--- config.mk ---
export PLATFORM = sky130hd
export DESIGN_NAME = color_sort_dispatcher
export DESIGN_NICKNAME = d
export VERILOG_FILES = /design/src/rtl/csd_pkg.sv /design/src/rtl/csd_cfg.sv /design/src/rtl/csd_classify.sv /design/src/rtl/csd_ring.sv /design/src/rtl/color_sort_dispatcher.sv
export SDC_FILE = /design/constraint.sdc
export NUM_CORES = 2
export LEC_CHECK = 0
export BUFFER_PORTS_ARGS = -buffer_cell sky130_fd_sc_hd__buf_4
export CORE_MARGIN = 5
export CORE_UTILIZATION = 57
export DETAILED_ROUTE_END_ITERATION = 8
export GPL_TIMING_DRIVEN = 0
export PLACE_DENSITY = 0.78
export SLEW_MARGIN = 10
export SYNTH_ARGS = -nofsm -noshare
export SYNTH_HDL_FRONTEND = slang
export SYNTH_HIERARCHICAL = 1
export SYNTH_SLANG_ARGS = --single-unit
--- constraint.sdc ---
create_clock -name i_clk -period 6.5 [get_ports i_clk]
set_input_delay 1.625 -clock i_clk [delete_from_list [all_inputs] [get_ports i_clk]]
set_output_delay 1.625 -clock i_clk [all_outputs]
set_load 0.005 [all_outputs]
--- src/rtl/csd_pkg.sv ---
// Shared types and constants for the color sort dispatcher.
// Used by every module of the block; depends on nothing.
package csd_pkg;

    localparam int PERIOD_W       = 16;
    localparam int RATIO_W        = 7;
    localparam int PROD_W         = PERIOD_W + RATIO_W;
    localparam int COLOR_W        = 2;
    localparam int CNT_W          = 16;
    localparam int OCC_W          = 4;
    localparam int APB_ADDR_W     = 3;
    localparam int APB_DATA_W     = 32;
    localparam int RING_SLOTS_DEF = 16;

    localparam logic [RATIO_W-1:0] RATIO_RESET = 7'd80;
    localparam logic [0:0]         REG_RATIO   = 1'b0;

    typedef enum logic [COLOR_W-1:0] {
        COLOR_UNKNOWN = 2'd0,
        COLOR_RED     = 2'd1,
        COLOR_GREEN   = 2'd2,
        COLOR_BLUE    = 2'd3
    } t_color;

    typedef enum logic [2:0] {
        ST_IDLE,
        ST_PUT,
        ST_POPA,
        ST_POPB,
        ST_OUT
    } t_state;

endpackage

--- src/rtl/csd_cfg.sv ---
// APB-style configuration register holding the ratio percentage.
// Depends on csd_pkg.
module csd_cfg import csd_pkg::*; (
    input  logic                  i_clk,
    input  logic                  i_rst_n,
    input  logic                  psel,
    input  logic                  penable,
    input  logic                  pwrite,
    input  logic [APB_ADDR_W-1:0] paddr,
    input  logic [APB_DATA_W-1:0] pwdata,
    output logic [APB_DATA_W-1:0] prdata,
    output logic                  pready,
    output logic [RATIO_W-1:0]    o_ratio
);

    logic [RATIO_W-1:0] r_ratio;
    logic               w_sel_ratio;

    assign w_sel_ratio = (paddr[2] == REG_RATIO);
    assign pready      = 1'b1;
    assign o_ratio     = r_ratio;
    assign prdata      = w_sel_ratio ? {{(APB_DATA_W-RATIO_W){1'b0}}, r_ratio} : '0;

    always_ff @(posedge i_clk) begin
        if (!i_rst_n) begin
            r_ratio <= RATIO_RESET;
        end else if (psel && penable && pwrite && pready && w_sel_ratio) begin
            r_ratio <= pwdata[RATIO_W-1:0];
        end
    end

endmodule

--- src/rtl/csd_classify.sv ---
// Color classifier: registers the periods and their scaled products at accept,
// then decides the winning channel. Depends on csd_pkg.
module csd_classify import csd_pkg::*; (
    input  logic                i_clk,
    input  logic                i_load,
    input  logic [PERIOD_W-1:0] i_red_period,
    input  logic [PERIOD_W-1:0] i_green_period,
    input  logic [PERIOD_W-1:0] i_blue_period,
    input  logic [RATIO_W-1:0]  i_ratio,
    output t_color              o_color
);

    logic [PERIOD_W-1:0] r_red;
    logic [PERIOD_W-1:0] r_grn;
    logic [PERIOD_W-1:0] r_blu;
    logic [PROD_W-1:0]   r_red100;
    logic [PROD_W-1:0]   r_grn100;
    logic [PROD_W-1:0]   r_blu100;
    logic [PROD_W-1:0]   r_redk;
    logic [PROD_W-1:0]   r_grnk;
    logic [PROD_W-1:0]   r_bluk;
    logic                w_red_win;
    logic                w_grn_win;
    logic                w_blu_win;

    always_ff @(posedge i_clk) begin
        if (i_load) begin
            r_red    <= i_red_period;
            r_grn    <= i_green_period;
            r_blu    <= i_blue_period;
            r_red100 <= PROD_W'(i_red_period) * PROD_W'(100);
            r_grn100 <= PROD_W'(i_green_period) * PROD_W'(100);
            r_blu100 <= PROD_W'(i_blue_period) * PROD_W'(100);
            r_redk   <= PROD_W'(i_red_period) * PROD_W'(i_ratio);
            r_grnk   <= PROD_W'(i_green_period) * PROD_W'(i_ratio);
            r_bluk   <= PROD_W'(i_blue_period) * PROD_W'(i_ratio);
        end
    end

    assign w_red_win = (r_red <= r_grn) && (r_red <= r_blu) &&
                       (r_red100 < r_grnk) && (r_red100 < r_bluk);
    assign w_grn_win = (r_grn <= r_red) && (r_grn <= r_blu) &&
                       (r_grn100 < r_redk) && (r_grn100 < r_bluk);
    assign w_blu_win = (r_blu <= r_red) && (r_blu <= r_grn) &&
                       (r_blu100 < r_redk) && (r_blu100 < r_grnk);

    always_comb begin
        if (w_red_win) begin
            o_color = COLOR_RED;
        end else if (w_grn_win) begin
            o_color = COLOR_GREEN;
        end else if (w_blu_win) begin
            o_color = COLOR_BLUE;
        end else begin
            o_color = COLOR_UNKNOWN;
        end
    end

endmodule

--- src/rtl/csd_ring.sv ---
// Color ring memory: one write port, one registered read port, with a bypass
// for a read that meets a write to the same slot. Depends on csd_pkg.
module csd_ring import csd_pkg::*; #(
    parameter  int RING_SLOTS = RING_SLOTS_DEF,
    localparam int PW         = $clog2(RING_SLOTS)
) (
    input  logic               i_clk,
    input  logic               i_rst_n,
    input  logic               i_we,
    input  logic [PW-1:0]      i_waddr,
    input  logic [COLOR_W-1:0] i_wdata,
    input  logic [PW-1:0]      i_raddr,
    output logic [COLOR_W-1:0] o_rdata
);

    logic [COLOR_W-1:0] r_mem [RING_SLOTS];
    logic [COLOR_W-1:0] r_rdata;
    logic [COLOR_W-1:0] r_fwd_data;
    logic               r_fwd;

    always_ff @(posedge i_clk) begin
        if (i_we) begin
            r_mem[i_waddr] <= i_wdata;
        end
        r_rdata    <= r_mem[i_raddr];
        r_fwd_data <= i_wdata;
    end

    always_ff @(posedge i_clk) begin
        if (!i_rst_n) begin
            r_fwd <= 1'b0;
        end else begin
            r_fwd <= i_we && (i_waddr == i_raddr);
        end
    end

    assign o_rdata = r_fwd ? r_fwd_data : r_rdata;

endmodule

--- src/rtl/color_sort_dispatcher.sv ---
// Color sort dispatcher: classifies each color reading, queues new colors in a
// ring memory and pops it at the red, blue and clear gate steps of every item.
// An item goes through classify and enqueue, two pops that each use
// the ring memory's single registered read port, and the load of the output
// register, in whose cycle the next item is already accepted. The result waits
// in the output register while the next item is worked on. The ring memory is
// not cleared at reset; only queued slots are ever read.
module color_sort_dispatcher import csd_pkg::*; #(
    parameter  int RING_SLOTS = RING_SLOTS_DEF,
    localparam int PW         = $clog2(RING_SLOTS)
) (
    input  logic                  i_clk,
    input  logic                  i_rst_n,
    input  logic                  psel,
    input  logic                  penable,
    input  logic                  pwrite,
    input  logic [APB_ADDR_W-1:0] paddr,
    input  logic [APB_DATA_W-1:0] pwdata,
    output logic [APB_DATA_W-1:0] prdata,
    output logic                  pready,
    input  logic                  i_in_valid,
    output logic                  o_in_stall,
    input  logic [PERIOD_W-1:0]   i_red_period,
    input  logic [PERIOD_W-1:0]   i_green_period,
    input  logic [PERIOD_W-1:0]   i_blue_period,
    input  logic                  i_red_gate_blocked,
    input  logic                  i_blue_gate_blocked,
    output logic                  o_out_valid,
    input  logic                  i_out_stall,
    output logic [COLOR_W-1:0]    o_detected_color,
    output logic                  o_push_red,
    output logic                  o_push_blue,
    output logic                  o_green_passed,
    output logic [CNT_W-1:0]      o_red_total,
    output logic [CNT_W-1:0]      o_green_total,
    output logic [CNT_W-1:0]      o_blue_total,
    output logic [OCC_W-1:0]      o_queued_items,
    output logic                  o_color_dropped
);

    localparam logic [PW-1:0] LAST_SLOT = PW'(RING_SLOTS - 1);

    function automatic logic [PW-1:0] f_next(input logic [PW-1:0] idx);
        return (idx == LAST_SLOT) ? '0 : idx + 1'b1;
    endfunction

    t_state             r_state;
    t_state             n_state;
    logic [RATIO_W-1:0] w_ratio;
    t_color             w_color;
    logic [COLOR_W-1:0] w_pop_data;
    logic               w_accept;
    logic               w_out_free;
    logic               w_load_out;
    logic               w_empty;
    logic               mem_we;
    logic [PW-1:0]      mem_waddr;
    logic [COLOR_W-1:0] mem_wdata;
    logic [PW-1:0]      mem_raddr;

    logic               r_rgate;
    logic               r_bgate;
    logic [PW-1:0]      r_head;
    logic [PW-1:0]      n_head;
    logic [PW-1:0]      r_tail;
    logic [PW-1:0]      n_tail;
    logic [COLOR_W-1:0] r_prev;
    logic [COLOR_W-1:0] n_prev;
    logic [COLOR_W-1:0] r_color;
    logic [COLOR_W-1:0] n_color;
    logic [CNT_W-1:0]   r_red_cnt;
    logic [CNT_W-1:0]   n_red_cnt;
    logic [CNT_W-1:0]   r_grn_cnt;
    logic [CNT_W-1:0]   n_grn_cnt;
    logic [CNT_W-1:0]   r_blu_cnt;
    logic [CNT_W-1:0]   n_blu_cnt;
    logic               r_push_red;
    logic               n_push_red;
    logic               r_push_blue;
    logic               n_push_blue;
    logic               r_green;
    logic               n_green;
    logic               r_drop;
    logic               n_drop;
    logic               r_out_valid;
    logic               n_out_valid;
    logic [PW:0]        w_occ;
    logic [PW+OCC_W:0]  w_occ_x;

    csd_cfg u_cfg (
        .i_clk   (i_clk),
        .i_rst_n (i_rst_n),
        .psel    (psel),
        .penable (penable),
        .pwrite  (pwrite),
        .paddr   (paddr),
        .pwdata  (pwdata),
        .prdata  (prdata),
        .pready  (pready),
        .o_ratio (w_ratio)
    );

    csd_classify u_classify (
        .i_clk          (i_clk),
        .i_load         (w_accept),
        .i_red_period   (i_red_period),
        .i_green_period (i_green_period),
        .i_blue_period  (i_blue_period),
        .i_ratio        (w_ratio),
        .o_color        (w_color)
    );

    csd_ring #(
        .RING_SLOTS (RING_SLOTS)
    ) u_ring (
        .i_clk   (i_clk),
        .i_rst_n (i_rst_n),
        .i_we    (mem_we),
        .i_waddr (mem_waddr),
        .i_wdata (mem_wdata),
        .i_raddr (mem_raddr),
        .o_rdata (w_pop_data)
    );

    assign w_out_free = !r_out_valid || !i_out_stall;
    assign w_empty    = (r_head == r_tail);

    always_comb begin
        n_state = r_state;
        case (r_state)
            ST_IDLE: begin
                if (w_accept) begin
                    n_state = ST_PUT;
                end
            end
            ST_PUT:  n_state = ST_POPA;
            ST_POPA: n_state = ST_POPB;
            ST_POPB: n_state = ST_OUT;
            ST_OUT: begin
                if (w_out_free) begin
                    n_state = w_accept ? ST_PUT : ST_IDLE;
                end
            end
            default: n_state = ST_IDLE;
        endcase
    end

    always_comb begin
        o_in_stall = 1'b1;
        w_load_out = 1'b0;
        case (r_state)
            ST_IDLE: o_in_stall = 1'b0;
            ST_OUT: begin
                o_in_stall = !w_out_free;
                w_load_out = w_out_free;
            end
            default: o_in_stall = 1'b1;
        endcase
    end

    assign w_accept = i_in_valid && !o_in_stall;

    always_comb begin
        n_head      = r_head;
        n_tail      = r_tail;
        n_prev      = r_prev;
        n_color     = r_color;
        n_red_cnt   = r_red_cnt;
        n_grn_cnt   = r_grn_cnt;
        n_blu_cnt   = r_blu_cnt;
        n_push_red  = r_push_red;
        n_push_blue = r_push_blue;
        n_green     = r_green;
        n_drop      = r_drop;
        mem_we      = 1'b0;
        mem_waddr   = r_tail;
        mem_wdata   = w_pop_data;
        mem_raddr   = r_head;
        case (r_state)
            ST_PUT: begin
                n_color     = w_color;
                n_prev      = w_color;
                n_push_red  = 1'b0;
                n_push_blue = 1'b0;
                n_green     = 1'b0;
                n_drop      = 1'b0;
                if ((w_color != t_color'(r_prev)) && (w_color != COLOR_UNKNOWN)) begin
                    if (f_next(r_tail) == r_head) begin
                        n_drop = 1'b1;
                    end else begin
                        mem_we    = 1'b1;
                        mem_wdata = w_color;
                        n_tail    = f_next(r_tail);
                    end
                end
            end
            ST_POPA: begin
                if (r_rgate && !w_empty) begin
                    n_head = f_next(r_head);
                    if (w_pop_data == COLOR_RED) begin
                        n_push_red = 1'b1;
                        n_red_cnt  = r_red_cnt + 1'b1;
                    end else begin
                        mem_we = 1'b1;
                        n_tail = f_next(r_tail);
                    end
                end
                mem_raddr = n_head;
            end
            ST_POPB: begin
                if ((r_bgate || !r_rgate) && !w_empty) begin
                    n_head = f_next(r_head);
                    if (r_bgate && (w_pop_data == COLOR_BLUE)) begin
                        n_push_blue = 1'b1;
                        n_blu_cnt   = r_blu_cnt + 1'b1;
                    end else if (w_pop_data == COLOR_GREEN) begin
                        n_green   = 1'b1;
                        n_grn_cnt = r_grn_cnt + 1'b1;
                    end else begin
                        mem_we = 1'b1;
                        n_tail = f_next(r_tail);
                    end
                end
            end
            default: begin
            end
        endcase
    end

    assign w_occ = (r_tail >= r_head) ? ({1'b0, r_tail} - {1'b0, r_head})
                 : ({1'b0, r_tail} + (PW+1)'(RING_SLOTS) - {1'b0, r_head});
    assign w_occ_x = {{OCC_W{1'b0}}, w_occ};

    always_comb begin
        if (w_load_out) begin
            n_out_valid = 1'b1;
        end else if (!i_out_stall) begin
            n_out_valid = 1'b0;
        end else begin
            n_out_valid = r_out_valid;
        end
    end

    always_ff @(posedge i_clk) begin
        if (!i_rst_n) begin
            r_state     <= ST_IDLE;
            r_head      <= '0;
            r_tail      <= '0;
            r_prev      <= COLOR_UNKNOWN;
            r_red_cnt   <= '0;
            r_grn_cnt   <= '0;
            r_blu_cnt   <= '0;
            r_out_valid <= 1'b0;
        end else begin
            r_state     <= n_state;
            r_head      <= n_head;
            r_tail      <= n_tail;
            r_prev      <= n_prev;
            r_red_cnt   <= n_red_cnt;
            r_grn_cnt   <= n_grn_cnt;
            r_blu_cnt   <= n_blu_cnt;
            r_out_valid <= n_out_valid;
        end
    end

    always_ff @(posedge i_clk) begin
        r_color     <= n_color;
        r_push_red  <= n_push_red;
        r_push_blue <= n_push_blue;
        r_green     <= n_green;
        r_drop      <= n_drop;
        if (w_accept) begin
            r_rgate <= i_red_gate_blocked;
            r_bgate <= i_blue_gate_blocked;
        end
        if (w_load_out) begin
            o_detected_color <= r_color;
            o_push_red       <= r_push_red;
            o_push_blue      <= r_push_blue;
            o_green_passed   <= r_green;
            o_red_total      <= r_red_cnt;
            o_green_total    <= r_grn_cnt;
            o_blue_total     <= r_blu_cnt;
            o_queued_items   <= w_occ_x[OCC_W-1:0];
            o_color_dropped  <= r_drop;
        end
    end

    assign o_out_valid = r_out_valid;

`ifndef SYNTHESIS
    assert property (@(posedge i_clk) disable iff (!i_rst_n)
        (r_head <= LAST_SLOT) && (r_tail <= LAST_SLOT))
        else $error("Ring pointer outside the ring.");

    assert property (@(posedge i_clk) disable iff (!i_rst_n)
        !((r_state == ST_POPA) || (r_state == ST_POPB)) |=>
        ($stable(r_red_cnt) && $stable(r_grn_cnt) && $stable(r_blu_cnt)))
        else $error("Counter changed outside a pop step.");

    assert property (@(posedge i_clk) disable iff (!i_rst_n)
        (r_state == ST_POPA) && !r_rgate |=> $stable(r_head) && $stable(r_tail))
        else $error("Ring moved at the red step with the red gate clear.");

    assert property (@(posedge i_clk) disable iff (!i_rst_n)
        $rose(o_out_valid) |-> $past(r_state == ST_OUT))
        else $error("Result presented outside the output load step.");
`endif

endmodule
==> reports/metrics.yaml <==
avgSynthCellArea_um2: 10.3
skew_ns: 0.0205
leakagePower_nw: 16.6
postCtsSetupBuffers: 0
grtUsageTotal_pct: 27.4
max_slew.worst_pin.slew_ns: 1.05
cp.required_ns: 6.82
insertion_delay_ns: 0.58
crit_arrival_ns: 6.67
synthTopCellsByCount: "inv_1, ha_1, edfxtp_1, and2_1, fa_1"
outcome: "complete, no violations"
grt_pass1_vias: 24200
vias: 23100
setup_viol: 0
slew_violations: 0
cp_slowest_cell: "dfxtp_1"
worstHoldPathType: "reg2reg"
start_util_pct: 57.2
criticalPathCategory: "reg2reg"
drt_iter0_drc: 1515
ys_types: 96
viasPerCell: 5.78
area_delta_synth_final_pct: 11.0
ant_nets: 0
cts_tree: "built"
yosysMostFrequentCell: "inv_1"
ys_warn_count: 6
hold_viol_final: 0
synth_top_area_share_pct: 25.7
dp_hpwl_um: 64600
core_mm2: 0.0549
place.gp.congestion: 0.946
drcViolationCount: 0
crit_path_max_incr_delay_ns: 0.58
fillers: 4310
io-pin-count: 185
dieHeight_um: 245
synth-seq-area-share_pct: 30.4
drt_wl_total_um: 82400
cts_made_buffers: 39
synth_edf_count: 269
yosysTopAreaCell: "edfxtp_1"
async_flop_share_pct: 0
post-route-period-util_pct: 97.6
fp.dieW_um: 245
timing.slew.headroom_pct: 29.8
antenna_found_initial: 5
path_common_cell: "fa_1"
antenna_cells: 0
clock_sinks: 343
syn-cell-area_mm2: 0.0314
dr.pass1.iters: 5
clk_pin_slew_ns: 0.06
drive_gt1_share_pct: 9.13
cap_violations: 0
critPathMaxFanout: 10
synth_top_flop_cell: "edfxtp_1"
htreeDepth: 2
end_kind: "flop"
path_cells: "clkdlybuf4s15_2, clkbuf_1, and2_1, fa_1, fa_1, fa_1, inv_1, fa_1, inv_1, ha_1, a41oi_1, o221ai_1, a31oi_1, o21ai_1, nand4_1, nand4b_1, a21oi_1, xnor2_1"
grt_max_degree: 67
fmax_mhz: 158
tns_ns: 0
grt_pass1_wl_um: 129000
grt.overflow.total: 0
cp-start-kind: "flop"
holdWs_ns: 0.425
nNetsFinal: 4049
min_period_ns: 6.35
rsz0062_at_grt: "no"
num_rows: 86
ir_worst_vdd_mv: 0.190
synth-seq-cells: 343
p_per_area_mw_per_mm2: 242
place.port_buffers: 131
avgRoutedWirePerCell_um: 20.7
synth_cells: 3056
ctsLongestPathBuffers: 3
dieArea_mm2: 0.0599
clock-root-buffer: "clkbuf_16"
yosys-top-cells-area: "edfxtp_1, ha_1, fa_1"
==> cell type report <==
class                      instances  area [um^2]  area share [%]
sequential                       343         9560            27.4
multi-input combinational       2140        19600            56.2
buffer                            81          457            1.31
inverter                         516         1940            5.56
timing repair buffer             134         1060            3.04
clock buffer                      41          983            2.82
tap                              704          881            2.53
clock inverter                    31          404            1.16
==> kinds of logic after synthesis <==
| family | synth area share [%] |
|---|---|
| muxes | 1.22 |
| DFF | 30.4 |
| other | 0.0239 |
| xor gates and xnor gates | 4.15 |
| AOI/OAI and AO/OA | 8.74 |
| adders and majority gates | 33.7 |
| buffers and inverters | 7.55 |
| and+or+nand+nor | 14.1 |
==> state kept, by name, summed over array words and instances, names as in the netlist, 7 cells and up <==
name                 count
o_blue_total            16
u_classify/r_red100     18
u_classify/r_redk       23
o_green_total           16
u_classify/r_grn100     18
u_classify/r_blu        16
u_ring/r_mem            32
u_classify/r_blu100     18
u_classify/r_grnk       23
u_classify/r_bluk       23
o_red_total             16
r_grn_cnt               16
r_blu_cnt               16
u_cfg/o_ratio            7
r_red_cnt               16
u_classify/r_grn        16
u_classify/r_red        16
==> critical path, delay by kind of cell (launching register included) <==
kind            cells  cell delay (ns)
simple gates        3             0.52
xor+xnor            1             0.09
fa+ha+maj           5             2.17
compound gates      5             1.50
flops               1             0.58
buf+inv             4             1.21
==> metal layers <==
metal	GRT usage [%]	wire, um	vias up
li1	-	-	10700
met1	34.2	32000	11300
met2	47.8	40400	924
met3	4.32	6130	216
met4	11.0	3840	2
met5	0	19	-
==> power by group <==
part,switching [mW],internal (mW)
sequential,0.172,2.74
clock,1.01,1.38
combinational,1.85,1.29
total,3.03,5.41
==> placed cells by master, fill, tap and decap left out, types with 74 or more instances in the layout <==
cell type	count
buf_4	158
nand2_1	187
xnor2_1	99
edfxtp_1	269
and2_1	251
a21oi_1	120
inv_1	515
nor2_1	132
dfxtp_1	74
ha_1	461
fa_1	241
==> per-stage QoR <==
| stage | cells | cell area (um^2) | worst slack, ns | power, mW | util, % |
|---|---|---|---|---|---|
| after floorplan | 3080 | 31500 | 0.230 | 5.13 | - |
| after global placement | 3915 | 33300 | -1.66 | 5.90 | 60.8 |
| after detailed placement | 3918 | 33400 | -0.479 | 6.03 | 60.9 |
| after CTS | 3990 | 34800 | 0.0991 | 8.45 | 63.5 |
| after global routing | 3990 | 34900 | 0.00688 | 8.97 | 63.5 |
| final | 3990 | 34900 | 0.155 | 8.44 | 63.5 |
==> path summary, 6_finish.rpt <==
check,slack (ns),startpoint,depth (start not counted),to
worst max register to register,0.15,u_cfg/o_ratio[4]$_SDFFE_PN1P_,18,u_classify/r_bluk[22]$_DFFE_PP_
worst max-delay path,0.15,u_cfg/o_ratio[4]$_SDFFE_PN1P_,18,u_classify/r_bluk[22]$_DFFE_PP_
worst min-delay path,0.42,r_color[0]$_DFFE_PP_,0,o_detected_color[0]$_DFFE_PP_
worst min register to register,0.42,r_color[0]$_DFFE_PP_,0,o_detected_color[0]$_DFFE_PP_
==> timing repair <==
action	4_1_cts	5_1_grt
setup endpoints to repair	22	10
hold buffers	0	0
cloned	0	0
resized for setup	9	12
Power figures use the tool's default switching activity.
